## src/rtl/core/skf_pkg.sv

```systemverilog
package skf_pkg;

  localparam int IO_W       = 32;
  localparam int CFG_ADDR_W = 2;
  localparam int CFG_DATA_W = 32;
  localparam int NOISE_W    = 32;
  localparam int TS_W       = 16;
  localparam int QUOT_W     = 16;
  localparam int GAIN_W     = QUOT_W + 1;

  localparam logic [CFG_ADDR_W-1:0] REG_PROCESS_NOISE     = 2'd0;
  localparam logic [CFG_ADDR_W-1:0] REG_MEASUREMENT_NOISE = 2'd1;
  localparam logic [CFG_ADDR_W-1:0] REG_TIME_STEP         = 2'd2;

  localparam logic [NOISE_W-1:0] PROCESS_NOISE_RST     = 32'd655;
  localparam logic [NOISE_W-1:0] MEASUREMENT_NOISE_RST = 32'd65536;
  localparam logic [TS_W-1:0]    TIME_STEP_RST         = 16'd328;

  localparam logic [GAIN_W-1:0] GAIN_ONE = 17'h10000;

  typedef struct packed {
    logic signed [IO_W-1:0] measurement;
    logic signed [IO_W-1:0] acceleration;
  } in_item_t;

  typedef struct packed {
    logic signed [IO_W-1:0] estimate;
  } out_item_t;

  typedef struct packed {
    logic              done;
    logic [QUOT_W-1:0] quot;
  } div_stat_t;

endpackage

```

## src/rtl/core/skf_stream_if.sv

```systemverilog
interface skf_stream_if #(
  parameter type data_t = logic [31:0]
);
  logic  valid;
  logic  ready;
  data_t data;

  modport source (output valid, output data, input ready);
  modport sink (input valid, input data, output ready);
endinterface

```

## src/rtl/core/skf_mul.sv

```systemverilog
module skf_mul #(
  parameter int A_W = 34
) (
  input  logic                            clk,
  input  logic signed [A_W-1:0]           a,
  input  logic [skf_pkg::GAIN_W-1:0]      g,
  output logic signed [A_W-1:0]           res
);
  import skf_pkg::*;

  localparam int P_W = A_W + GAIN_W + 1;

  logic signed [P_W-1:0] prod;
  logic signed [A_W-1:0] res_r;

  // floor(a * g / 2^16)
  assign prod = P_W'(a) * $signed({1'b0, g});

  always_ff @(posedge clk) begin
    res_r <= prod[A_W+QUOT_W-1:QUOT_W];
  end

  assign res = res_r;
endmodule

```

## src/rtl/core/skf_div.sv

```systemverilog
module skf_div #(
  parameter int WIDTH = 34
) (
  input  logic                       clk,
  input  logic                       rst_n,
  input  logic                       start,
  input  logic [WIDTH-1:0]           dividend,
  input  logic [WIDTH-1:0]           divisor,
  output skf_pkg::div_stat_t         status
);
  import skf_pkg::*;

  localparam int CNT_W = $clog2(QUOT_W + 1);

  logic [WIDTH:0]      rem_r, rem_nxt;
  logic [WIDTH-1:0]    d_r;
  logic [QUOT_W-1:0]   q_r, q_nxt;
  logic [CNT_W-1:0]    cnt_r;
  logic [WIDTH:0]      shifted;

  // one restoring step: shift, trial subtract, keep on success
  always_comb begin
    shifted = {rem_r[WIDTH-1:0], 1'b0};
    if (shifted >= {1'b0, d_r}) begin
      rem_nxt = shifted - {1'b0, d_r};
      q_nxt   = {q_r[QUOT_W-2:0], 1'b1};
    end else begin
      rem_nxt = shifted;
      q_nxt   = {q_r[QUOT_W-2:0], 1'b0};
    end
  end

  always_ff @(posedge clk) begin
    if (!rst_n) begin
      cnt_r <= '0;
    end else if (start) begin
      cnt_r <= CNT_W'(QUOT_W);
    end else if (cnt_r != '0) begin
      cnt_r <= cnt_r - 1'b1;
    end
  end

  always_ff @(posedge clk) begin
    if (start) begin
      rem_r <= {1'b0, dividend};
      d_r   <= divisor;
      q_r   <= '0;
    end else if (cnt_r != '0) begin
      rem_r <= rem_nxt;
      q_r   <= q_nxt;
    end
  end

  assign status.done = (cnt_r == '0);
  assign status.quot = q_r;
endmodule

```

## src/rtl/core/scalar_kalman_filter.sv

```systemverilog
// Scalar Kalman filter, signed fixed point.
// Input channel in_ch carries a request of measurement and acceleration;
// output channel out_ch returns the updated estimate, one per request.
// Both use valid/ready; a transfer happens when both are high.
// The cfg port writes process_noise (0), measurement_noise (1) and
// time_step (2); other indexes are ignored. Write only idle.
// One shared multiplier serves the prediction, correction and covariance
// products; the gain comes from a 16-step restoring divider at one quotient
// bit per cycle, or is 1.0 when measurement_noise is 0.
// in_ch.ready is high only while the sequencer is idle, so a new request
// starts once the previous one has moved into the output register.
// The output register holds a result until taken; if the receiver stalls,
// the next result waits in the final step until the register frees up.
// Reset (rst_n low, synchronous) restores the register defaults, the
// estimate to 0 and the covariance to 100.0, and drops any pending result.
module scalar_kalman_filter #(
  parameter int DATA_WIDTH = 32,
  parameter int FRAC_BITS  = 16
) (
  input  logic                                clk,
  input  logic                                rst_n,
  skf_stream_if.sink                          in_ch,
  skf_stream_if.source                        out_ch,
  input  logic                                cfg_we,
  input  logic [skf_pkg::CFG_ADDR_W-1:0]      cfg_addr,
  input  logic [skf_pkg::CFG_DATA_W-1:0]      cfg_wdata
);
  import skf_pkg::*;

  localparam int EW = (DATA_WIDTH > IO_W) ? DATA_WIDTH : IO_W;
  localparam int MW = EW + 2;
  localparam int CW = DATA_WIDTH + 1;
  localparam int SW = ((CW > NOISE_W) ? CW : NOISE_W) + 1;
  localparam logic [CW-1:0] COV_RST = CW'(64'd100 << FRAC_BITS);

  typedef enum logic [7:0] {
    S_IDLE     = 8'b0000_0001,
    S_PRED_MUL = 8'b0000_0010,
    S_PRED     = 8'b0000_0100,
    S_DIV      = 8'b0000_1000,
    S_CORR_MUL = 8'b0001_0000,
    S_CORR     = 8'b0010_0000,
    S_COV      = 8'b0100_0000,
    S_OUT      = 8'b1000_0000
  } state_t;

  state_t state_r, state_nxt;

  logic [NOISE_W-1:0]           q_r, r_r;
  logic [TS_W-1:0]              ts_r;
  logic signed [DATA_WIDTH-1:0] est_r, x_r;
  logic [CW-1:0]                cov_r, p_r;
  logic signed [IO_W-1:0]       meas_r, accel_r;
  logic [GAIN_W-1:0]            gain_r;
  logic                         out_valid_r;
  out_item_t                    out_data_r;

  logic signed [MW-1:0]         mul_a, mul_res;
  logic [GAIN_W-1:0]            mul_g;
  logic                         div_start;
  div_stat_t                    div_stat;
  logic [SW-1:0]                cov_sum, div_d;
  logic signed [MW:0]           est_sum;
  logic signed [DATA_WIDTH-1:0] est_sat;
  logic signed [EW-1:0]         x_ext;
  logic                         fits;

  function automatic logic signed [DATA_WIDTH-1:0] sat_est(input logic signed [MW:0] v);
    logic ok;
    ok = (v[MW:DATA_WIDTH-1] == '0) || (v[MW:DATA_WIDTH-1] == '1);
    if (ok) begin
      return v[DATA_WIDTH-1:0];
    end else if (v[MW]) begin
      return {1'b1, {(DATA_WIDTH-1){1'b0}}};
    end else begin
      return {1'b0, {(DATA_WIDTH-1){1'b1}}};
    end
  endfunction

  skf_mul #(.A_W(MW)) u_mul (
    .clk (clk),
    .a   (mul_a),
    .g   (mul_g),
    .res (mul_res)
  );

  skf_div #(.WIDTH(SW)) u_div (
    .clk      (clk),
    .rst_n    (rst_n),
    .start    (div_start),
    .dividend (SW'(p_r)),
    .divisor  (div_d),
    .status   (div_stat)
  );

  // shared multiplier operand select
  always_comb begin
    mul_a = MW'(accel_r);
    mul_g = {1'b0, ts_r};
    case (state_r)
      S_CORR_MUL: begin
        mul_a = MW'(meas_r) - MW'(x_r);
        mul_g = gain_r;
      end
      S_CORR: begin
        mul_a = MW'(p_r);
        mul_g = GAIN_ONE - gain_r;
      end
      default: begin
        mul_a = MW'(accel_r);
        mul_g = {1'b0, ts_r};
      end
    endcase
  end

  assign cov_sum   = SW'(cov_r) + SW'(q_r);
  assign fits      = (cov_sum[SW-1:CW] == '0);
  assign div_d     = SW'(p_r) + SW'(r_r);
  assign div_start = (state_r == S_PRED);
  assign est_sum   = (MW+1)'(x_r) + (MW+1)'(mul_res);
  assign est_sat   = sat_est(est_sum);

  always_comb begin
    state_nxt = state_r;
    unique case (state_r)
      S_IDLE:     if (in_ch.valid) state_nxt = S_PRED_MUL;
      S_PRED_MUL: state_nxt = S_PRED;
      S_PRED:     state_nxt = S_DIV;
      S_DIV:      if (div_stat.done) state_nxt = S_CORR_MUL;
      S_CORR_MUL: state_nxt = S_CORR;
      S_CORR:     state_nxt = S_COV;
      S_COV:      state_nxt = S_OUT;
      S_OUT:      if (!out_valid_r || out_ch.ready) state_nxt = S_IDLE;
      default:    state_nxt = S_IDLE;
    endcase
  end

  always_ff @(posedge clk) begin
    if (!rst_n) begin
      state_r <= S_IDLE;
    end else begin
      state_r <= state_nxt;
    end
  end

  always_ff @(posedge clk) begin
    if (!rst_n) begin
      q_r  <= PROCESS_NOISE_RST;
      r_r  <= MEASUREMENT_NOISE_RST;
      ts_r <= TIME_STEP_RST;
    end else if (cfg_we) begin
      unique case (cfg_addr)
        REG_PROCESS_NOISE:     q_r  <= cfg_wdata[NOISE_W-1:0];
        REG_MEASUREMENT_NOISE: r_r  <= cfg_wdata[NOISE_W-1:0];
        REG_TIME_STEP:         ts_r <= cfg_wdata[TS_W-1:0];
        default: ;
      endcase
    end
  end

  always_ff @(posedge clk) begin
    if (!rst_n) begin
      est_r <= '0;
      cov_r <= COV_RST;
    end else if (state_r == S_OUT && state_nxt == S_IDLE) begin
      est_r <= x_r;
      cov_r <= p_r;
    end
  end

  always_ff @(posedge clk) begin
    unique case (state_r)
      S_IDLE: begin
        meas_r  <= in_ch.data.measurement;
        accel_r <= in_ch.data.acceleration;
        x_r     <= est_r;
      end
      S_PRED_MUL: begin
        p_r <= fits ? cov_sum[CW-1:0] : '1;
      end
      S_PRED: begin
        x_r <= est_sat;
      end
      S_DIV: begin
        gain_r <= (r_r == '0) ? GAIN_ONE : {1'b0, div_stat.quot};
      end
      S_CORR: begin
        x_r <= est_sat;
      end
      S_COV: begin
        p_r <= mul_res[CW-1:0];
      end
      default: ;
    endcase
  end

  assign x_ext = EW'(x_r);

  always_ff @(posedge clk) begin
    if (!rst_n) begin
      out_valid_r <= 1'b0;
    end else if (state_r == S_OUT && state_nxt == S_IDLE) begin
      out_valid_r <= 1'b1;
    end else if (out_ch.ready) begin
      out_valid_r <= 1'b0;
    end
  end

  always_ff @(posedge clk) begin
    if (state_r == S_OUT && state_nxt == S_IDLE) begin
      out_data_r.estimate <= x_ext[IO_W-1:0];
    end
  end

  assign in_ch.ready  = (state_r == S_IDLE);
  assign out_ch.valid = out_valid_r;
  assign out_ch.data  = out_data_r;
endmodule

```

## src/flat_wrapper.sv

```systemverilog
// flat-port wrapper written by rule: the top's interface ports become plain ports
module scalar_kalman_filter_flat import skf_pkg::*;
#(
  parameter int DATA_WIDTH = 32,
  parameter int FRAC_BITS  = 16
)
  (clk, rst_n, cfg_we, cfg_addr, cfg_wdata, in_ch_valid, in_ch_data, in_ch_ready, out_ch_valid, out_ch_data, out_ch_ready);
  skf_stream_if #(.data_t(in_item_t)) in_ch_i ();
  skf_stream_if #(.data_t(out_item_t)) out_ch_i ();
  input  logic clk;
  input  logic rst_n;
  input  logic cfg_we;
  input  logic [skf_pkg::CFG_ADDR_W-1:0] cfg_addr;
  input  logic [skf_pkg::CFG_DATA_W-1:0] cfg_wdata;
  input wire logic [$bits(in_ch_i.valid)-1:0] in_ch_valid;
  input wire logic [$bits(in_ch_i.data)-1:0] in_ch_data;
  output wire logic [$bits(in_ch_i.ready)-1:0] in_ch_ready;
  output wire logic [$bits(out_ch_i.valid)-1:0] out_ch_valid;
  output wire logic [$bits(out_ch_i.data)-1:0] out_ch_data;
  input wire logic [$bits(out_ch_i.ready)-1:0] out_ch_ready;
  assign in_ch_i.valid = in_ch_valid;
  assign in_ch_i.data = in_ch_data;
  assign in_ch_ready = in_ch_i.ready;
  assign out_ch_valid = out_ch_i.valid;
  assign out_ch_data = out_ch_i.data;
  assign out_ch_i.ready = out_ch_ready;
  scalar_kalman_filter #(.DATA_WIDTH(DATA_WIDTH), .FRAC_BITS(FRAC_BITS)) u_core (.clk(clk), .rst_n(rst_n), .in_ch(in_ch_i), .out_ch(out_ch_i), .cfg_we(cfg_we), .cfg_addr(cfg_addr), .cfg_wdata(cfg_wdata));
endmodule
```

## config.mk

```make
export PLATFORM = sky130hd
export DESIGN_NAME = scalar_kalman_filter_flat
export DESIGN_NICKNAME = d
export VERILOG_FILES = /design/src/rtl/core/skf_pkg.sv /design/src/rtl/core/skf_stream_if.sv /design/src/rtl/core/skf_mul.sv /design/src/rtl/core/skf_div.sv /design/src/rtl/core/scalar_kalman_filter.sv /design/src/flat_wrapper.sv
export SDC_FILE = /design/constraint.sdc
export NUM_CORES = 2
export LEC_CHECK = 0
export BUFFER_PORTS_ARGS = -buffer_cell sky130_fd_sc_hd__buf_2
export CORE_MARGIN = 2
export CORE_UTILIZATION = 55
export CTS_CLUSTER_SIZE = 12
export DETAILED_ROUTE_END_ITERATION = 12
export PLACE_DENSITY = 0.79
export SLEW_MARGIN = 20
export SYNTH_ARGS = -nofsm -noshare
export SYNTH_HDL_FRONTEND = slang
export SYNTH_HIERARCHICAL = 1
export SYNTH_SLANG_ARGS = --single-unit
```

## constraint.sdc

```tcl
create_clock -name clk -period 18 [get_ports clk]
set_input_delay 2.7 -clock clk [delete_from_list [all_inputs] [get_ports clk]]
set_output_delay 2.7 -clock clk [all_outputs]
set_load 0.01 [all_outputs]
```

# After elaboration in Yosys (flattened, before gate mapping)
# Cells that the tools add are included.
[op_classes] multipliers=1 n_addsub=7 n_lt_le_gt_ge=1 n_shift=0 div_mod_pow=0 n_mux=20 bitwise_logic=1 n_reduce_logical=18 n_eq_ne=12
[op_table] cell="$mux 33" count=3
[op_table] cell="$add 33x32->34" count=2
[op_table] cell="$pmux 34 s2" count=1
[op_table] cell="$pmux 33 s2" count=1
[op_table] cell="$mux 32" count=2
[op_table] cell="$pmux 32 s2" count=1
[op_table] cell="$pmux 8 s8" count=1
[op_table] cell="$mul 34x18->50" count=1
[op_table] cell="$add 32x34->35" count=1
[op_table] cell="$ge 35x34->1" count=1
[op_table] cell="$mux 34" count=1
[op_table] cell="$pmux 17 s2" count=1
[op_table] cell="$sub 34x34->34" count=1
[op_table] cell="$sub 32x32->33" count=1
[op_table] cell="$logic_not 32->1" count=1
[op_table] cell="$mux 8" count=3
[op_table] cell="$mux 17" count=1
[op_table] cell="$sub 17x17->17 const A" count=1
[op_table] cell="$eq 8x1->1 const B" count=2
[op_table] cell="$mux 5" count=2
[op_table] cell="$eq 8x2->1 const B" count=1
[op_table] cell="$eq 8x3->1 const B" count=1
[op_table] cell="$eq 8x4->1 const B" count=1
[op_table] cell="$eq 8x5->1 const B" count=1
[op_table] cell="19 further kinds" count=28
[word_totals] n_memories=0 elab_cells=81 out_inout_bits=34 reg_bits=455 inputBits=103 mem_bits_rw=0 latch_bits=0 mem_bits_ro=0

# Longest topological paths before layout
[logic_depth] depth_word=7 mapped_depth=38

# By module
# The synthesis kept the hierarchy.
[by_module_without_submodules] module="skf_mul" n_inst=1 seq_area_each_um2=680.7 cells_each=2252 area_per_inst_um2=20254.4
[by_module_without_submodules] module="scalar_kalman_filter" n_inst=1 seq_area_each_um2=8428.1 cells_each=2175 area_per_inst_um2=19558.8
[by_module_without_submodules] module="skf_div" n_inst=1 seq_area_each_um2=2462.4 cells_each=592 area_per_inst_um2=5689.2

# Worst setup path before layout
# Ideal clock, no wire load.
[synth_timing] kind="register to register" from="register u_core.meas_r[0]" to="register u_core.u_mul.res_r[28] (netlist: u_core/u_mul/res[28])" setup_time_ps=121 stages_incl_launch_ff=35 n_path_buf=1 period_less_slack_ps=8346 t_required_ps=17879 arrival_time_ps=8225 path_slack_ps=9654 cell_sequence="edfxtp_1 -> inv_1 -> ha_1 -> inv_1 -> fa_1 -> a21o_1 -> a21oi_1 -> nand2b_1 -> a2111oi_1 -> o21a_1 -> a221oi_2 -> o21ai_1 -> o21bai_1 -> mux2_2 -> o21ai_0 -> clkbuf_1 -> nand2_1 -> fa_1 -> inv_1 -> fa_1 -> fa_1 -> fa_1 -> fa_1 -> inv_1 -> fa_1 -> inv_1 -> ha_1 -> and4_1 -> and3_4 -> a22oi_1 -> nand2_1 -> a311oi_2 -> o41a_1 -> o21bai_2 -> xor2_1"
[synth_via] elab_chain_len=3
[synth_lines] element="from (decl)" line="scalar_kalman_filter.sv:53" source="logic signed [IO_W-1:0] meas_r, accel_r;"
[synth_lines] element="from (signal assigned)" line="scalar_kalman_filter.sv:174" source="meas_r <= in_ch.data.measurement;"
[synth_lines] element="$sub 32x32->33" line="scalar_kalman_filter.sv:102" source="mul_a = MW'(meas_r) - MW'(x_r);"
[synth_lines] element="$pmux 34 s2" line="scalar_kalman_filter.sv:100" source="case (state_r)"
[synth_lines] element="via u_core.mul_a[28]" line="scalar_kalman_filter.sv:58" source="logic signed [MW-1:0] mul_a, mul_res;"
[synth_lines] element="$mul 34x18->50" line="skf_mul.sv:17" source="assign prod = P_W'(a) * $signed({1'b0, g});"
[synth_lines] element="via u_core.u_mul.prod[44]" line="skf_mul.sv:13" source="logic signed [P_W-1:0] prod;"
[synth_lines] element="to (signal assigned)" line="skf_mul.sv:20" source="res_r <= prod[A_W+QUOT_W-1:QUOT_W];"
[synth_lines] element="to (decl)" line="skf_mul.sv:14" source="logic signed [A_W-1:0] res_r;"
# The timed path passes the listed nets, and every way through them passes these cells.
# A chain may end at the register's enable or synchronous reset.

# Final worst setup path
[layout_timing] from="register u_core.x_r[0] (netlist: u_core/x_ext[0])" to="register u_core.u_mul.res_r[32] (netlist: u_core/u_mul/res[32])"
[layout_via] elab_chain_len=3
[layout_lines] element="from (decl)" line="scalar_kalman_filter.sv:51" source="logic signed [DATA_WIDTH-1:0] est_r, x_r;"
[layout_lines] element="from (signal assigned)" line="scalar_kalman_filter.sv:176" source="x_r <= est_r;"
[layout_lines] element="from (signal assigned)" line="scalar_kalman_filter.sv:182" source="x_r <= est_sat;"
[layout_lines] element="from (signal assigned)" line="scalar_kalman_filter.sv:188" source="x_r <= est_sat;"
[layout_lines] element="$sub 32x32->33" line="scalar_kalman_filter.sv:102"
[layout_lines] element="$pmux 34 s2" line="scalar_kalman_filter.sv:100"
[layout_lines] element="via u_core.mul_a[33]" line="scalar_kalman_filter.sv:58"
[layout_lines] element="$mul 34x18->50" line="skf_mul.sv:17"
[layout_lines] element="via u_core.u_mul.prod[48]" line="skf_mul.sv:13"
# The timed path passes the listed nets, and every way through them passes these cells.

==> impl_metrics.tcl <==
set metrics [dict create \
    drive_gt1_frac 0.07021 \
    drtIter0Drc 3550 \
    cts_tree "yes" \
    status "finished clean" \
    grt_usage 0.3132 \
    n_fill_cell 6993 \
    globalplace.congestion 1.025 \
    hold_ws_ns 0.4504 \
    yosysMostFrequentCell "inv_1" \
    cts_max_path_buffers 3 \
    finalSetupTns_ns 0 \
    crit_arrival_ns 10.02 \
    wl_um 132900 \
    critPathLaunchType "flop" \
    hold_depth 2 \
    worstSkewPairLatency_ns 0.61 \
    syn_inst 5019 \
    die_x_um 291.6 \
    ys_top_cells_by_area "fa_1 (24%), edfxtp_1 (16%), dfxtp_1 (9.2%), ha_1 (7.7%), inv_1 (6.4%)" \
    dieArea_mm2 0.08505 \
    start_util 0.5551 \
    worstPathMaxFanout 18 \
    grt_pass1_vias 36550 \
    min_period_ns 9.482 \
    fp.coreArea_mm2 0.08198 \
    ctsHoldBuffers 0 \
    ys_warn_count 6 \
    synth_top_area_cell "fa_1" \
    num_rows 105 \
    syn-mean-instance-area_um2 9.066 \
    antenna_found_initial 2 \
    critPathRequiredTime_ns 18.53 \
    critical_path.startpoint "u_core/x_ext[0]" \
    hold_path_class "flop to flop" \
    wl_met3_um 14440 \
    cts_sinks 455 \
    max_freq_ghz 0.1055 \
    ios 137 \
    fin_crit_sh 0.5268 \
    firstDrtPassIters 6 \
    numCtsBuffers 46 \
    crit_end "u_core/u_mul/res[32]" \
    synthTopCellsByCount "inv_1 (775), nand2_1 (762), fa_1 (542)" \
    synth_cell_types 106 \
    htree_levels 2 \
    r2r_end "u_core/u_mul/res[32]" \
    setup_viol 0 \
    area_growth_pct 6.489 \
    final_net_count 5945 \
    r2r_start "u_core/x_ext[0]" \
    slowest_stage "a21o_1" \
    rsz0062_at_grt "no" \
    worst_slack_ns 8.518 \
    critPathKind "flop to flop" \
    cap_violations 0 \
    crit_path_max_incr_delay_ns 0.58 \
    wl_met1_um 53380 \
    ys_ff_latch 455 \
    vias_per_cell 5.969 \
    ys.flop_type "edfxtp_1" \
    syn_area_mm2 0.04550 \
    synth_edf_count 246 \
    worst_pin_slew_ns 1.214 \
    drt.antenna.violating_nets 0 \
    grt_pass1_wl_um 206600 \
    cts_resized 0 \
    ff2ff_setup_slack_ns 8.52 \
    dr_wl_met2_um 58510 \
    grt_max_degree 96 \
    p_per_area_mw_per_mm2 152.3 \
    final_core_util 0.5911 \
    num_vias 36600 \
    netlist.area_leader.share 0.2385 \
    synthArstFlopShare 0 \
    die_h_um 291.6 \
    slew_headroom 0.1904 \
    clk_pin_slew_worst_paths_ns 0.06 \
    place_hpwl_um 99820 \
    rr_worst_depth 32 \
    drc_errors 0 \
    root_buffer "clkbuf_16" \
    leakagePower_uw 0.02202 \
    wl_per_cell_um 21.67 \
    ir_drop_uv 219.3 \
    yosysSeqAreaShare 0.2543 \
    port-buffer-count 136 \
    slew_viol_final 0 \
    clock_skew_ns 0.03171 \
    dp_slack_ns 8.687 \
    end_kind "flop" \
    crit_path_frequent_cell "fa_1" \
    mappedNetlistNets 5945 \
    dr.max_layer_used "met5" \
    final_hold_viol_count 0 \
    grt_overflow_total 0 \
    postCtsSetupRepairBufs 0 \
]
[worst min-delay path by stage]
| stage | slack (ns) | startpoint | end |
|---|---|---|---|
| 6_report | 0.45 | u_core/u_div/q_r[15] | u_core/u_div/q_r[15] |
| 5_1_grt | 0.47 | u_core/u_div/q_r[15] | u_core/u_div/q_r[15] |
| 4_1_cts | 0.45 | u_core/u_div/q_r[15] | u_core/u_div/q_r[15] |
| 3_5_place_dp | 0.44 | u_core/u_div/q_r[15] | u_core/u_div/q_r[15] |
| 3_3_place_gp | 0.44 | u_core/u_div/q_r[15] | u_core/u_div/q_r[15] |
| 2_1_floorplan | 0.43 | u_core/u_div/q_r[15] | u_core/u_div/q_r[15] |
[metal layers]
layer	GRT usage	up-vias
met4	0.1428	2
met1	0.4247	17990
met2	0.4790	1939
li1	-	16360
met3	0.07239	313
met5	0	-
[registers in the layout, indices dropped and copies added, names as in the netlist]
name,cells
u_core/u_div/cnt_r,5
u_core/est_r,32
u_core/p_r,33
u_core/u_div/d_r,34
u_core/r_r,32
u_core/accel_r,32
u_core/cov_r,33
u_core/u_div/q_r,16
u_core/gain_r,17
u_core/u_div/rem_r,34
u_core/out_ch.valid,1
u_core/q_r,32
u_core/state_r,8
u_core/ts_r,16
u_core/meas_r,32
u_core/x_ext,32
u_core/out_ch.data,32
u_core/u_mul/res,34
[stage by stage]
stage               cells  power (µW)  cell area (µm²)
floorplan            5019        5006            45500
finish               6132        7379            48460
global route         6126        7933            48440
detailed placement   6040        6339            47040
global placement     6039        6248            47020
CTS                  6125        7281            48410
[layout make-up]
cell class	count	area, µm²	area share
Sequential cell	455	11570	0.2388
Clock buffer	79	1315	0.02714
Timing Repair Buffer	180	1035	0.02135
Multi-Input combinational cell	3559	30200	0.6233
Tap cell	1070	1339	0.02763
Antenna cell	6	15.01	0.0003099
Inverter	777	2923	0.06032
Clock inverter	6	56.30	0.001162
[power breakdown]
part | leakage, µW | total (µW) | internal [µW] | switching (µW)
logic | 0.0173 | 4940 | 1870 | 3060
clock network | 0.000659 | 908 | 497 | 411
registers | 0.00408 | 1530 | 1350 | 180
total | 0.0220 | 7380 | 3720 | 3650
[critical path, delay by kind of cell (launching register included)]
kind	cells	cell delay [ns]
adder cells (fa/ha/maj)	9	4.01
AO/OA/AOI/OAI	13	3.70
AND/OR/NAND/NOR	5	0.90
flip-flops	1	0.42
buffers and inverters	4	0.21
XOR/XNOR	1	0.13
[cells in the final DEF, fill, tap and decap left out, drive strengths merged, types with 79 or more instances in the layout]
master	instances
a21oi	344
inv	780
nor2	151
buf	180
dfxtp	209
clkbuf	79
ha	281
xnor2	113
nand2	763
edfxtp	246
fa	542
o21ai	170
and2	353
[logic make-up (layout without fill, tap and decap cells)]
logic type,count (synthesis),after routing,share of synthesized area
AO/OA/AOI/OAI,907,907,0.1297
XOR/XNOR,182,182,0.03503
adder cells (fa/ha/maj),823,823,0.3157
buffers and inverters,1005,1042,0.08530
flip-flops,455,455,0.2543
multiplexers,31,31,0.007177
other,1,7,0.00008241
AND/OR/NAND/NOR,1615,1615,0.1727
Note: power is estimated with default switching activity, not from simulation.
